## src/sstr_pkg.sv

```systemverilog
// Shared types and codes for the SQL statement token recogniser.
// Holds the state, token kind and action encodings and the step record.
// No dependencies.
package sstr_pkg;

  typedef enum logic [4:0] {
    ST_INITIAL = 5'd0,
    ST_Q1      = 5'd1,
    ST_Q2      = 5'd2,
    ST_Q3      = 5'd3,
    ST_Q4      = 5'd4,
    ST_Q5      = 5'd5,
    ST_Q6      = 5'd6,
    ST_Q7      = 5'd7,
    ST_Q8      = 5'd8,
    ST_Q9      = 5'd9,
    ST_Q10     = 5'd10,
    ST_Q11     = 5'd11,
    ST_P1      = 5'd12,
    ST_P2      = 5'd13,
    ST_P3      = 5'd14,
    ST_P4      = 5'd15,
    ST_P5      = 5'd16,
    ST_P6      = 5'd17,
    ST_P7      = 5'd18,
    ST_P8      = 5'd19,
    ST_P9      = 5'd20,
    ST_P10     = 5'd21,
    ST_P11     = 5'd22,
    ST_ACCEPT  = 5'd23
  } parse_state_t;

  localparam logic [4:0] TK_INSERT_INTO = 5'd0;
  localparam logic [4:0] TK_SELECT      = 5'd1;
  localparam logic [4:0] TK_IDENT       = 5'd2;
  localparam logic [4:0] TK_LPAREN      = 5'd3;
  localparam logic [4:0] TK_COMMA       = 5'd4;
  localparam logic [4:0] TK_RPAREN      = 5'd5;
  localparam logic [4:0] TK_VALUES      = 5'd6;
  localparam logic [4:0] TK_VALUE       = 5'd7;
  localparam logic [4:0] TK_SEMI        = 5'd8;
  localparam logic [4:0] TK_FROM        = 5'd9;
  localparam logic [4:0] TK_WHERE       = 5'd10;
  localparam logic [4:0] TK_IS          = 5'd11;
  localparam logic [4:0] TK_IS_NOT      = 5'd12;
  localparam logic [4:0] TK_GREATER     = 5'd13;
  localparam logic [4:0] TK_LESSER      = 5'd14;
  localparam logic [4:0] TK_EQUAL       = 5'd15;
  localparam logic [4:0] TK_ORDER_BY    = 5'd16;
  localparam logic [4:0] TK_DESC        = 5'd17;
  localparam logic [4:0] TK_ASC         = 5'd18;

  typedef enum logic [3:0] {
    ACT_NONE           = 4'd0,
    ACT_INSERT_INIT    = 4'd1,
    ACT_SELECT_INIT    = 4'd2,
    ACT_SET_TABLE      = 4'd3,
    ACT_ADD_COLUMN     = 4'd4,
    ACT_ADD_VALUE      = 4'd5,
    ACT_ADD_FUNC_VALUE = 4'd6,
    ACT_ADD_WHERE      = 4'd7,
    ACT_PUSH_FIELD     = 4'd8,
    ACT_PUSH_OP        = 4'd9,
    ACT_PUSH_VALUE     = 4'd10,
    ACT_ADD_ORDER_STMT = 4'd11,
    ACT_ADD_ORDER_BY   = 4'd12,
    ACT_ADD_DIRECTION  = 4'd13
  } action_t;

  typedef struct packed {
    action_t      act;
    logic         uses_text;
    parse_state_t next_state;
  } step_t;

endpackage

```

## src/sstr_next.sv

```systemverilog
// Transition logic of the recogniser: current state and token kind give the
// action, whether it takes the token text, and the next state.
// Depends on sstr_pkg.
module sstr_next (
  input  sstr_pkg::parse_state_t state,
  input  logic [4:0]             kind,
  output sstr_pkg::step_t        step
);

  always_comb begin
    step.act        = sstr_pkg::ACT_NONE;
    step.uses_text  = 1'b0;
    step.next_state = state;
    unique case (state)
      sstr_pkg::ST_INITIAL: begin
        if (kind == sstr_pkg::TK_INSERT_INTO) begin
          step.act = sstr_pkg::ACT_INSERT_INIT;  step.next_state = sstr_pkg::ST_Q1;
        end else if (kind == sstr_pkg::TK_SELECT) begin
          step.act = sstr_pkg::ACT_SELECT_INIT;  step.next_state = sstr_pkg::ST_P1;
        end
      end
      sstr_pkg::ST_Q1: begin
        if (kind == sstr_pkg::TK_IDENT) begin
          step.act = sstr_pkg::ACT_SET_TABLE;  step.uses_text = 1'b1;
          step.next_state = sstr_pkg::ST_Q2;
        end
      end
      sstr_pkg::ST_Q2: begin
        if (kind == sstr_pkg::TK_LPAREN) step.next_state = sstr_pkg::ST_Q3;
      end
      sstr_pkg::ST_Q3: begin
        if (kind == sstr_pkg::TK_IDENT) begin
          step.act = sstr_pkg::ACT_ADD_COLUMN;  step.uses_text = 1'b1;
          step.next_state = sstr_pkg::ST_Q4;
        end
      end
      sstr_pkg::ST_Q4: begin
        if (kind == sstr_pkg::TK_COMMA) step.next_state = sstr_pkg::ST_Q3;
        else if (kind == sstr_pkg::TK_RPAREN) step.next_state = sstr_pkg::ST_Q5;
      end
      sstr_pkg::ST_Q5: begin
        if (kind == sstr_pkg::TK_VALUES) step.next_state = sstr_pkg::ST_Q6;
      end
      sstr_pkg::ST_Q6: begin
        if (kind == sstr_pkg::TK_LPAREN) step.next_state = sstr_pkg::ST_Q7;
      end
      sstr_pkg::ST_Q7: begin
        if (kind == sstr_pkg::TK_VALUE) begin
          step.act = sstr_pkg::ACT_ADD_VALUE;  step.uses_text = 1'b1;
          step.next_state = sstr_pkg::ST_Q10;
        end else if (kind == sstr_pkg::TK_IDENT) begin
          step.act = sstr_pkg::ACT_ADD_FUNC_VALUE;  step.uses_text = 1'b1;
          step.next_state = sstr_pkg::ST_Q8;
        end
      end
      sstr_pkg::ST_Q8: begin
        if (kind == sstr_pkg::TK_LPAREN) step.next_state = sstr_pkg::ST_Q9;
      end
      sstr_pkg::ST_Q9: begin
        if (kind == sstr_pkg::TK_RPAREN) step.next_state = sstr_pkg::ST_Q10;
      end
      sstr_pkg::ST_Q10: begin
        if (kind == sstr_pkg::TK_RPAREN) step.next_state = sstr_pkg::ST_Q11;
        else if (kind == sstr_pkg::TK_COMMA) step.next_state = sstr_pkg::ST_Q7;
      end
      sstr_pkg::ST_Q11: begin
        if (kind == sstr_pkg::TK_SEMI) step.next_state = sstr_pkg::ST_ACCEPT;
      end
      sstr_pkg::ST_P1: begin
        if (kind == sstr_pkg::TK_IDENT) begin
          step.act = sstr_pkg::ACT_ADD_COLUMN;  step.uses_text = 1'b1;
          step.next_state = sstr_pkg::ST_P2;
        end
      end
      sstr_pkg::ST_P2: begin
        if (kind == sstr_pkg::TK_COMMA) step.next_state = sstr_pkg::ST_P1;
        else if (kind == sstr_pkg::TK_FROM) step.next_state = sstr_pkg::ST_P3;
      end
      sstr_pkg::ST_P3: begin
        if (kind == sstr_pkg::TK_IDENT) begin
          step.act = sstr_pkg::ACT_SET_TABLE;  step.uses_text = 1'b1;
          step.next_state = sstr_pkg::ST_P4;
        end
      end
      sstr_pkg::ST_P4: begin
        // A repeated FROM drops back to expecting the table name.
        if (kind == sstr_pkg::TK_WHERE) begin
          step.act = sstr_pkg::ACT_ADD_WHERE;  step.next_state = sstr_pkg::ST_P5;
        end else if (kind == sstr_pkg::TK_FROM) begin
          step.next_state = sstr_pkg::ST_P3;
        end
      end
      sstr_pkg::ST_P5: begin
        if (kind == sstr_pkg::TK_IDENT) begin
          step.act = sstr_pkg::ACT_PUSH_FIELD;  step.uses_text = 1'b1;
          step.next_state = sstr_pkg::ST_P6;
        end
      end
      sstr_pkg::ST_P6: begin
        if (kind == sstr_pkg::TK_IS || kind == sstr_pkg::TK_IS_NOT ||
            kind == sstr_pkg::TK_GREATER || kind == sstr_pkg::TK_LESSER ||
            kind == sstr_pkg::TK_EQUAL) begin
          step.act = sstr_pkg::ACT_PUSH_OP;  step.uses_text = 1'b1;
          step.next_state = sstr_pkg::ST_P7;
        end
      end
      sstr_pkg::ST_P7: begin
        if (kind == sstr_pkg::TK_VALUE) begin
          step.act = sstr_pkg::ACT_PUSH_VALUE;  step.uses_text = 1'b1;
          step.next_state = sstr_pkg::ST_P8;
        end
      end
      sstr_pkg::ST_P8: begin
        if (kind == sstr_pkg::TK_SEMI) begin
          step.next_state = sstr_pkg::ST_ACCEPT;
        end else if (kind == sstr_pkg::TK_ORDER_BY) begin
          step.act = sstr_pkg::ACT_ADD_ORDER_STMT;  step.next_state = sstr_pkg::ST_P9;
        end
      end
      sstr_pkg::ST_P9: begin
        if (kind == sstr_pkg::TK_IDENT) begin
          step.act = sstr_pkg::ACT_ADD_ORDER_BY;  step.uses_text = 1'b1;
          step.next_state = sstr_pkg::ST_P10;
        end
      end
      sstr_pkg::ST_P10: begin
        if (kind == sstr_pkg::TK_SEMI) begin
          step.next_state = sstr_pkg::ST_ACCEPT;
        end else if (kind == sstr_pkg::TK_DESC || kind == sstr_pkg::TK_ASC) begin
          step.act = sstr_pkg::ACT_ADD_DIRECTION;  step.uses_text = 1'b1;
          step.next_state = sstr_pkg::ST_P11;
        end
      end
      sstr_pkg::ST_P11: begin
        if (kind == sstr_pkg::TK_SEMI) step.next_state = sstr_pkg::ST_ACCEPT;
      end
      default: begin
        step.next_state = state;
      end
    endcase
  end

endmodule

```

## src/sql_statement_token_recognizer.sv

```systemverilog
// A token beat waits in the input register and moves to the result/state register
// when that is empty or out_tready is high. Throughput: one token per cycle while
// the result side is ready; the state loop closes through the transition logic.
// Reset (rst_n low, synchronous) empties both registers and returns the
// recogniser to its initial state. Depends on sstr_pkg and sstr_next.
module sql_statement_token_recognizer #(
  parameter  int TEXT_TAG_BITS = 16,
  localparam int InW  = ((TEXT_TAG_BITS + 7) / 8) * 8,
  localparam int OutW = ((TEXT_TAG_BITS + 5 + 7) / 8) * 8
) (
  input  logic            clk,
  input  logic            rst_n,
  input  logic            in_tvalid,
  output logic            in_tready,
  input  logic [InW-1:0]  in_tdata,   // text_tag
  input  logic [4:0]      in_tuser,   // token_kind
  output logic            out_tvalid,
  input  logic            out_tready,
  output logic [OutW-1:0] out_tdata,  // action_text, new_state
  output logic [3:0]      out_tuser,  // action_code
  output logic            out_tlast   // accepted
);

  logic                     in_vld_r;
  logic [4:0]               in_kind_r;
  logic [TEXT_TAG_BITS-1:0] in_tag_r;
  logic                     out_vld_r;
  sstr_pkg::action_t        out_act_r;
  logic [TEXT_TAG_BITS-1:0] out_text_r;
  sstr_pkg::parse_state_t   parse_state_r;
  sstr_pkg::step_t          step;
  logic                     advance;

  sstr_next u_next (
    .state (parse_state_r),
    .kind  (in_kind_r),
    .step  (step)
  );

  assign advance   = in_vld_r && (!out_vld_r || out_tready);
  assign in_tready = !in_vld_r || !out_vld_r || out_tready;

  always_ff @(posedge clk) begin
    if (!rst_n) begin
      in_vld_r      <= 1'b0;
      out_vld_r     <= 1'b0;
      parse_state_r <= sstr_pkg::ST_INITIAL;
    end else begin
      if (in_tready) begin
        in_vld_r <= in_tvalid;
      end
      if (advance) begin
        out_vld_r     <= 1'b1;
        parse_state_r <= step.next_state;
      end else if (out_tready) begin
        out_vld_r <= 1'b0;
      end
    end
  end

  always_ff @(posedge clk) begin
    if (in_tready && in_tvalid) begin
      in_kind_r <= in_tuser;
      in_tag_r  <= in_tdata[TEXT_TAG_BITS-1:0];
    end
    if (advance) begin
      out_act_r  <= step.act;
      out_text_r <= step.uses_text ? in_tag_r : '0;
    end
  end

  always_comb begin
    out_tdata                                  = '0;
    out_tdata[TEXT_TAG_BITS-1:0]               = out_text_r;
    out_tdata[TEXT_TAG_BITS+4:TEXT_TAG_BITS]   = parse_state_r;
  end

  assign out_tvalid = out_vld_r;
  assign out_tuser  = out_act_r;
  assign out_tlast  = (parse_state_r == sstr_pkg::ST_ACCEPT);

  a_accept_absorbs: assert property (@(posedge clk) disable iff (!rst_n)
    parse_state_r == sstr_pkg::ST_ACCEPT |=> parse_state_r == sstr_pkg::ST_ACCEPT)
    else $error("recogniser left the accept state");

  a_state_moves_with_beat: assert property (@(posedge clk) disable iff (!rst_n)
    !advance |=> $stable(parse_state_r))
    else $error("state changed without a token moving to the result register");

  a_no_action_no_text: assert property (@(posedge clk) disable iff (!rst_n)
    out_vld_r && out_act_r == sstr_pkg::ACT_NONE |-> out_text_r == '0)
    else $error("text carried on a beat with no action");

  a_result_slot_kept: assert property (@(posedge clk) disable iff (!rst_n)
    out_vld_r && !out_tready |=> out_vld_r)
    else $error("result beat dropped while stalled");

endmodule

```

## config.mk

```make
export PLATFORM = sky130hd
export DESIGN_NAME = sql_statement_token_recognizer
export DESIGN_NICKNAME = d
export VERILOG_FILES = /design/src/sstr_pkg.sv /design/src/sstr_next.sv /design/src/sql_statement_token_recognizer.sv
export SDC_FILE = /design/constraint.sdc
export NUM_CORES = 1
export LEC_CHECK = 0
export BUFFER_PORTS_ARGS = -buffer_cell sky130_fd_sc_hd__buf_2
export CAP_MARGIN = 0
export CORE_MARGIN = 4
export CORE_UTILIZATION = 40
export CTS_CLUSTER_SIZE = 24
export DETAILED_ROUTE_END_ITERATION = 10
export HOLD_SLACK_MARGIN = 0.1
export SYNTH_ARGS = -nofsm -noshare
export SYNTH_HDL_FRONTEND = slang
export SYNTH_SLANG_ARGS = --single-unit
```

## constraint.sdc

```tcl
create_clock -name clk -period 5.9 [get_ports clk]
set_input_delay 1.18 -clock clk [delete_from_list [all_inputs] [get_ports clk]]
set_output_delay 1.18 -clock clk [all_outputs]
set_load 0.005 [all_outputs]
```

# Word-level counts from Yosys, hierarchy flattened
# Cells that the tools add are included.
# Widths: inputs -> output; s select.
# op_classes
eq_ne	61
muxes	40
reduce_logical	18
# ops
cell	n
$pmux 5 s22	1
$mux 5	19
$eq 5x4->1 const B	16
$eq 5x5->1 const B	11
$pmux 4 s13	1
$mux 10	5
$eq 5x3->1 const B	8
$mux 9	4
$ne 2x1->1 const B	14
$reduce_and 22->1	1
$reduce_bool 22->1	1
$eq 5x2->1 const B	4
$ne 3x1->1 const B	6
$mux 8	2
$mux 4	3
$eq 5x1->1 const B	2
$logic_not 5->1	2
$pmux 1 s10	1
$logic_or 1x1->1	8
$mux 3	1
$logic_and 1x1->1	2
$logic_not 1->1	2
$mux 1	2
$mux 2	1
2 further kinds	2
# totals
inputBits	25
elab_cells	126
regBits	48
out_inout_bits	31

# Depth between registers and ports, before layout
# logic_depth
ltp_word	7
mapped_depth	9
ltp_nobuf	6

# By module
# Synthesis repeated with hierarchy kept, for this count alone.
# unflattened
cells_unflattened	283
hier_area_um2	2835.2
# by_module_without_submodules
module	instances	cells_each	seq_area_each_um2	area_each_um2
sql_statement_token_recognizer	1	95	1371.3	1666.6
sstr_next	1	188	0.0	1168.6

# Worst setup path after synthesis
# No wires, ideal clock.
# synth_timing
kind	input to register
from	in out_tready
to	reg parse_state_r[3]
stages	6
setup_ns	0.122
path_buffers	0
path_slack_ns	2.449
arrival_time_ns	3.329
required_ns	5.778
cell_sequence	nor2b_1 > nor2b_1 > o2111ai_1 > nor4b_2 > nand2_1 > o311a_1
# synth_between
elab_chain_cells	3
# synth_lines
item	line	rtl
start: declaration	sql_statement_token_recognizer.sv:18	input logic out_tready,
$logic_or 1x1->1	sql_statement_token_recognizer.sv:40	assign advance = in_vld_r && (!out_vld_r || out_tready);
$logic_and 1x1->1	sql_statement_token_recognizer.sv:40	
net advance	sql_statement_token_recognizer.sv:32	logic advance;
$reduce_and 22->1 (no line)	--	
end signal: assignment	sql_statement_token_recognizer.sv:47	parse_state_r <= sstr_pkg::ST_INITIAL;
end signal: assignment	sql_statement_token_recognizer.sv:54	parse_state_r <= step.next_state;
end: declaration	sql_statement_token_recognizer.sv:30	sstr_pkg::parse_state_t parse_state_r;
# The timed path passes the listed nets, and every way through them passes these cells.
# A chain may end at the register's enable or synchronous reset.

# Worst setup path in the final report
# layout_timing
from	in out_tready
to	reg parse_state_r[4]
# Same word-level chain as after synthesis.

==> results.py <==
metrics = {
    "outcome": {
        "status": "finished, final reports clean",
    },
    "detailed_routing": {
        "routedWlPerCell_um": 16.3,
        "firstDrtPassIters": 5,
        "drt_iter0_markers": 303,
        "drc": 0,
        "routed_wl_mm": 6.83,
        "via_per_inst": 5.76,
        "vias": 2407,
        "antenna_left": 0,
    },
    "global_route": {
        "grt_first_pass_wirelength_mm": 11.1,
        "antenna_found_initial": 0,
        "grt.total_usage_pct": 16.1,
        "grt_pass1_vias": 2194,
        "grt_max_degree": 32,
        "overflow": 0,
    },
    "clock_network": {
        "cts_root_buffer": "clkbuf_8",
        "numCtsBuffers": 5,
        "htree_levels": 2,
        "cts_hold_buffers": 0,
        "clockBufferDepth": 2,
        "path_clk_slew_ps": 90,
        "cts_tree": "built",
        "cts-resized-gates": 0,
        "cts.sinks": 48,
        "post-cts-setup-buffers": 0,
        "clk_latency_ps": 290,
    },
    "yosys": {
        "synthTopCellsByArea": "edfxtp_1 (43%), dfxtp_1 (4.9%), and2_1 (4.6%)",
        "syn_area_mm2": 0.00285,
        "syn-mean-instance-area_um2": 10.1,
        "ys_top_cells_by_count": "edfxtp_1 (41), and2_1 (21), nand2_1 (18)",
        "synth-edff-count": 41,
        "ys_types": 68,
        "ys_seq_area_share_pct": 48.1,
        "yosys_register_bits": 48,
        "synth_top_area_cell": "edfxtp_1",
        "ys.flop_type": "edfxtp_1",
        "synth_top_area_share_pct": 43.2,
        "async_flop_share_pct": 0,
        "ys_warn_count": 0,
        "postSynthCellCount": 282,
        "synth.most_common_cell": "edfxtp_1",
    },
    "sta": {
        "setup_ws_ps": 2710,
        "relSlewSlack_pct": 29.0,
        "clock_skew_ps": 8.25,
        "layout_worst_path_cycle_share_pct": 54.1,
        "final_hold_viol_count": 0,
        "rsz0062_at_grt": "false",
        "drv_slew": 0,
        "max_freq_ghz": 0.313,
        "setup_viol_count_final": 0,
        "whs_ps": 514,
        "setup_tns_ps": 0,
        "period_needed_ps": 3190,
        "worst_pin_slew_ps": 1060,
    },
    "floorplan": {
        "row_count": 30,
        "die_x_um": 92.4,
        "core_area_mm2": 0.00687,
        "fp.dieH_um": 92.4,
        "io-pin-count": 56,
        "fp.dieArea_mm2": 0.00854,
        "start_util_pct": 41.5,
    },
    "layout": {
        "nets": 346,
        "layout.cells.non_filler": 418,
        "syn2layout_area_growth_pct": 12.8,
        "antenna-diode-count": 0,
        "drive_above_1_share_pct": 23.6,
        "final_util_pct": 46.8,
    },
    "placement": {
        "dp.cells": 410,
        "io_buffers": 52,
        "place_ws_ps": 2340,
        "hpwlAfterDp_mm": 4.88,
        "place.gp.congestion": 0.961,
    },
    "worst_setup_path": {
        "arrival_ps": 3360,
        "required_ps": 6070,
        "cp-end-kind": "flip-flop",
        "critPathLaunchType": "input pin",
        "crit_fanout": 21,
        "critPathKind": "in2reg",
    },
    "flow_run": {
        "maxCapViolCount": 0,
    },
    "power_and_ir_drop": {
        "vdd_ir_drop_max_mv": 0.129,
        "power_leakage_nw": 1.15,
        "p_per_area_mw_per_mm2": 209,
    },
    "hold_path": {
        "min-delay-path-class": "reg2reg",
    },
}
-- path summary, 6_finish.rpt --
check / slack, ps / startpoint / cells after the start / to
min reg2reg: 510 / in_tag_r[15]$_DFFE_PP_ / 1 / out_text_r[15]$_SDFFCE_PN0P_
max reg2reg: 2940 / parse_state_r[3]$_SDFFE_PN0P_ / 6 / parse_state_r[3]$_SDFFE_PN0P_
min: 510 / in_tag_r[15]$_DFFE_PP_ / 1 / out_text_r[15]$_SDFFCE_PN0P_
max: 2710 / out_tready / 7 / parse_state_r[4]$_SDFFE_PN0P_
-- state kept, by name (all words and copies together), names as in the netlist --
name	count
out_tuser	4
parse_state_r	5
in_kind_r	5
in_vld_r	1
out_tvalid	1
in_tag_r	16
out_text_r	16
-- metal layers --
metal	vias up	track usage [%]	routed length (um)
met5	-	0	0
met4	0	4.70	93
met3	8	2.92	425
met2	114	25.8	3290
met1	1142	22.3	3020
li1	1143	-	-
-- power by group --
group	internal (mW)	leakage, nW	switching [mW]
logic	0.0358	0.652	0.0469
registers	0.384	0.456	0.0182
clock network	0.0819	0.0378	0.105
-- layout make-up --
cell class | instances | area (um2)
clock inverters | 3 | 18.8
flip-flops and latches | 48 | 1370
inverters | 5 | 18.8
well taps | 96 | 120
fillers | 637 | 3650
clock buffers | 5 | 68.8
multi-input cells | 208 | 1350
repair buffers | 53 | 268
-- cell usage in the layout, fill, tap and decap left out, types with 3 or more instances in the layout --
master,synthesis,routed
a211oi_1,5,5
a21o_1,3,3
a21oi_1,17,17
a31oi_1,4,4
and2_1,21,21
buf_2,10,52
clkbuf_8,0,5
conb_1,1,3
dfxtp_1,7,7
edfxtp_1,41,41
inv_1,4,4
nand2_1,18,18
nand2b_1,5,5
nand3_1,5,5
nand3b_1,3,3
nand4b_1,3,3
nor2_1,16,16
nor2b_1,10,9
nor3_1,11,11
nor3b_1,4,4
nor4_1,7,7
o2111ai_1,3,3
o21ai_0,11,11
o22ai_1,3,3
or3_1,4,4
or3b_2,3,3
-- stage by stage --
step                      area (um2)  power (mW)
final                           3220       0.672
after global routing            3220       0.704
after CTS                       3220       0.680
after detailed placement        3130       0.492
after global placement          3130       0.491
after floorplan                 2860       0.463
-- critical path, stage by stage --
cell and delay (ps):
buf_2 70, nor2b_1 60, nor2b_2 800, o2111ai_1 330, or4b_4 570, nor2_2 230, a211oi_1 110
-- logic make-up after synthesis --
logic type      count (synthesis)  share of synthesized area (%)
compound gates                 71                           17.3
other cells                     1                          0.132
flops                          48                           48.1
xor+xnor                        2                          0.614
buf+inv                        28                           4.91
simple gates                  131                           28.6
mux                             1                          0.351
No activity file was read; power rests on OpenSTA's default activity.
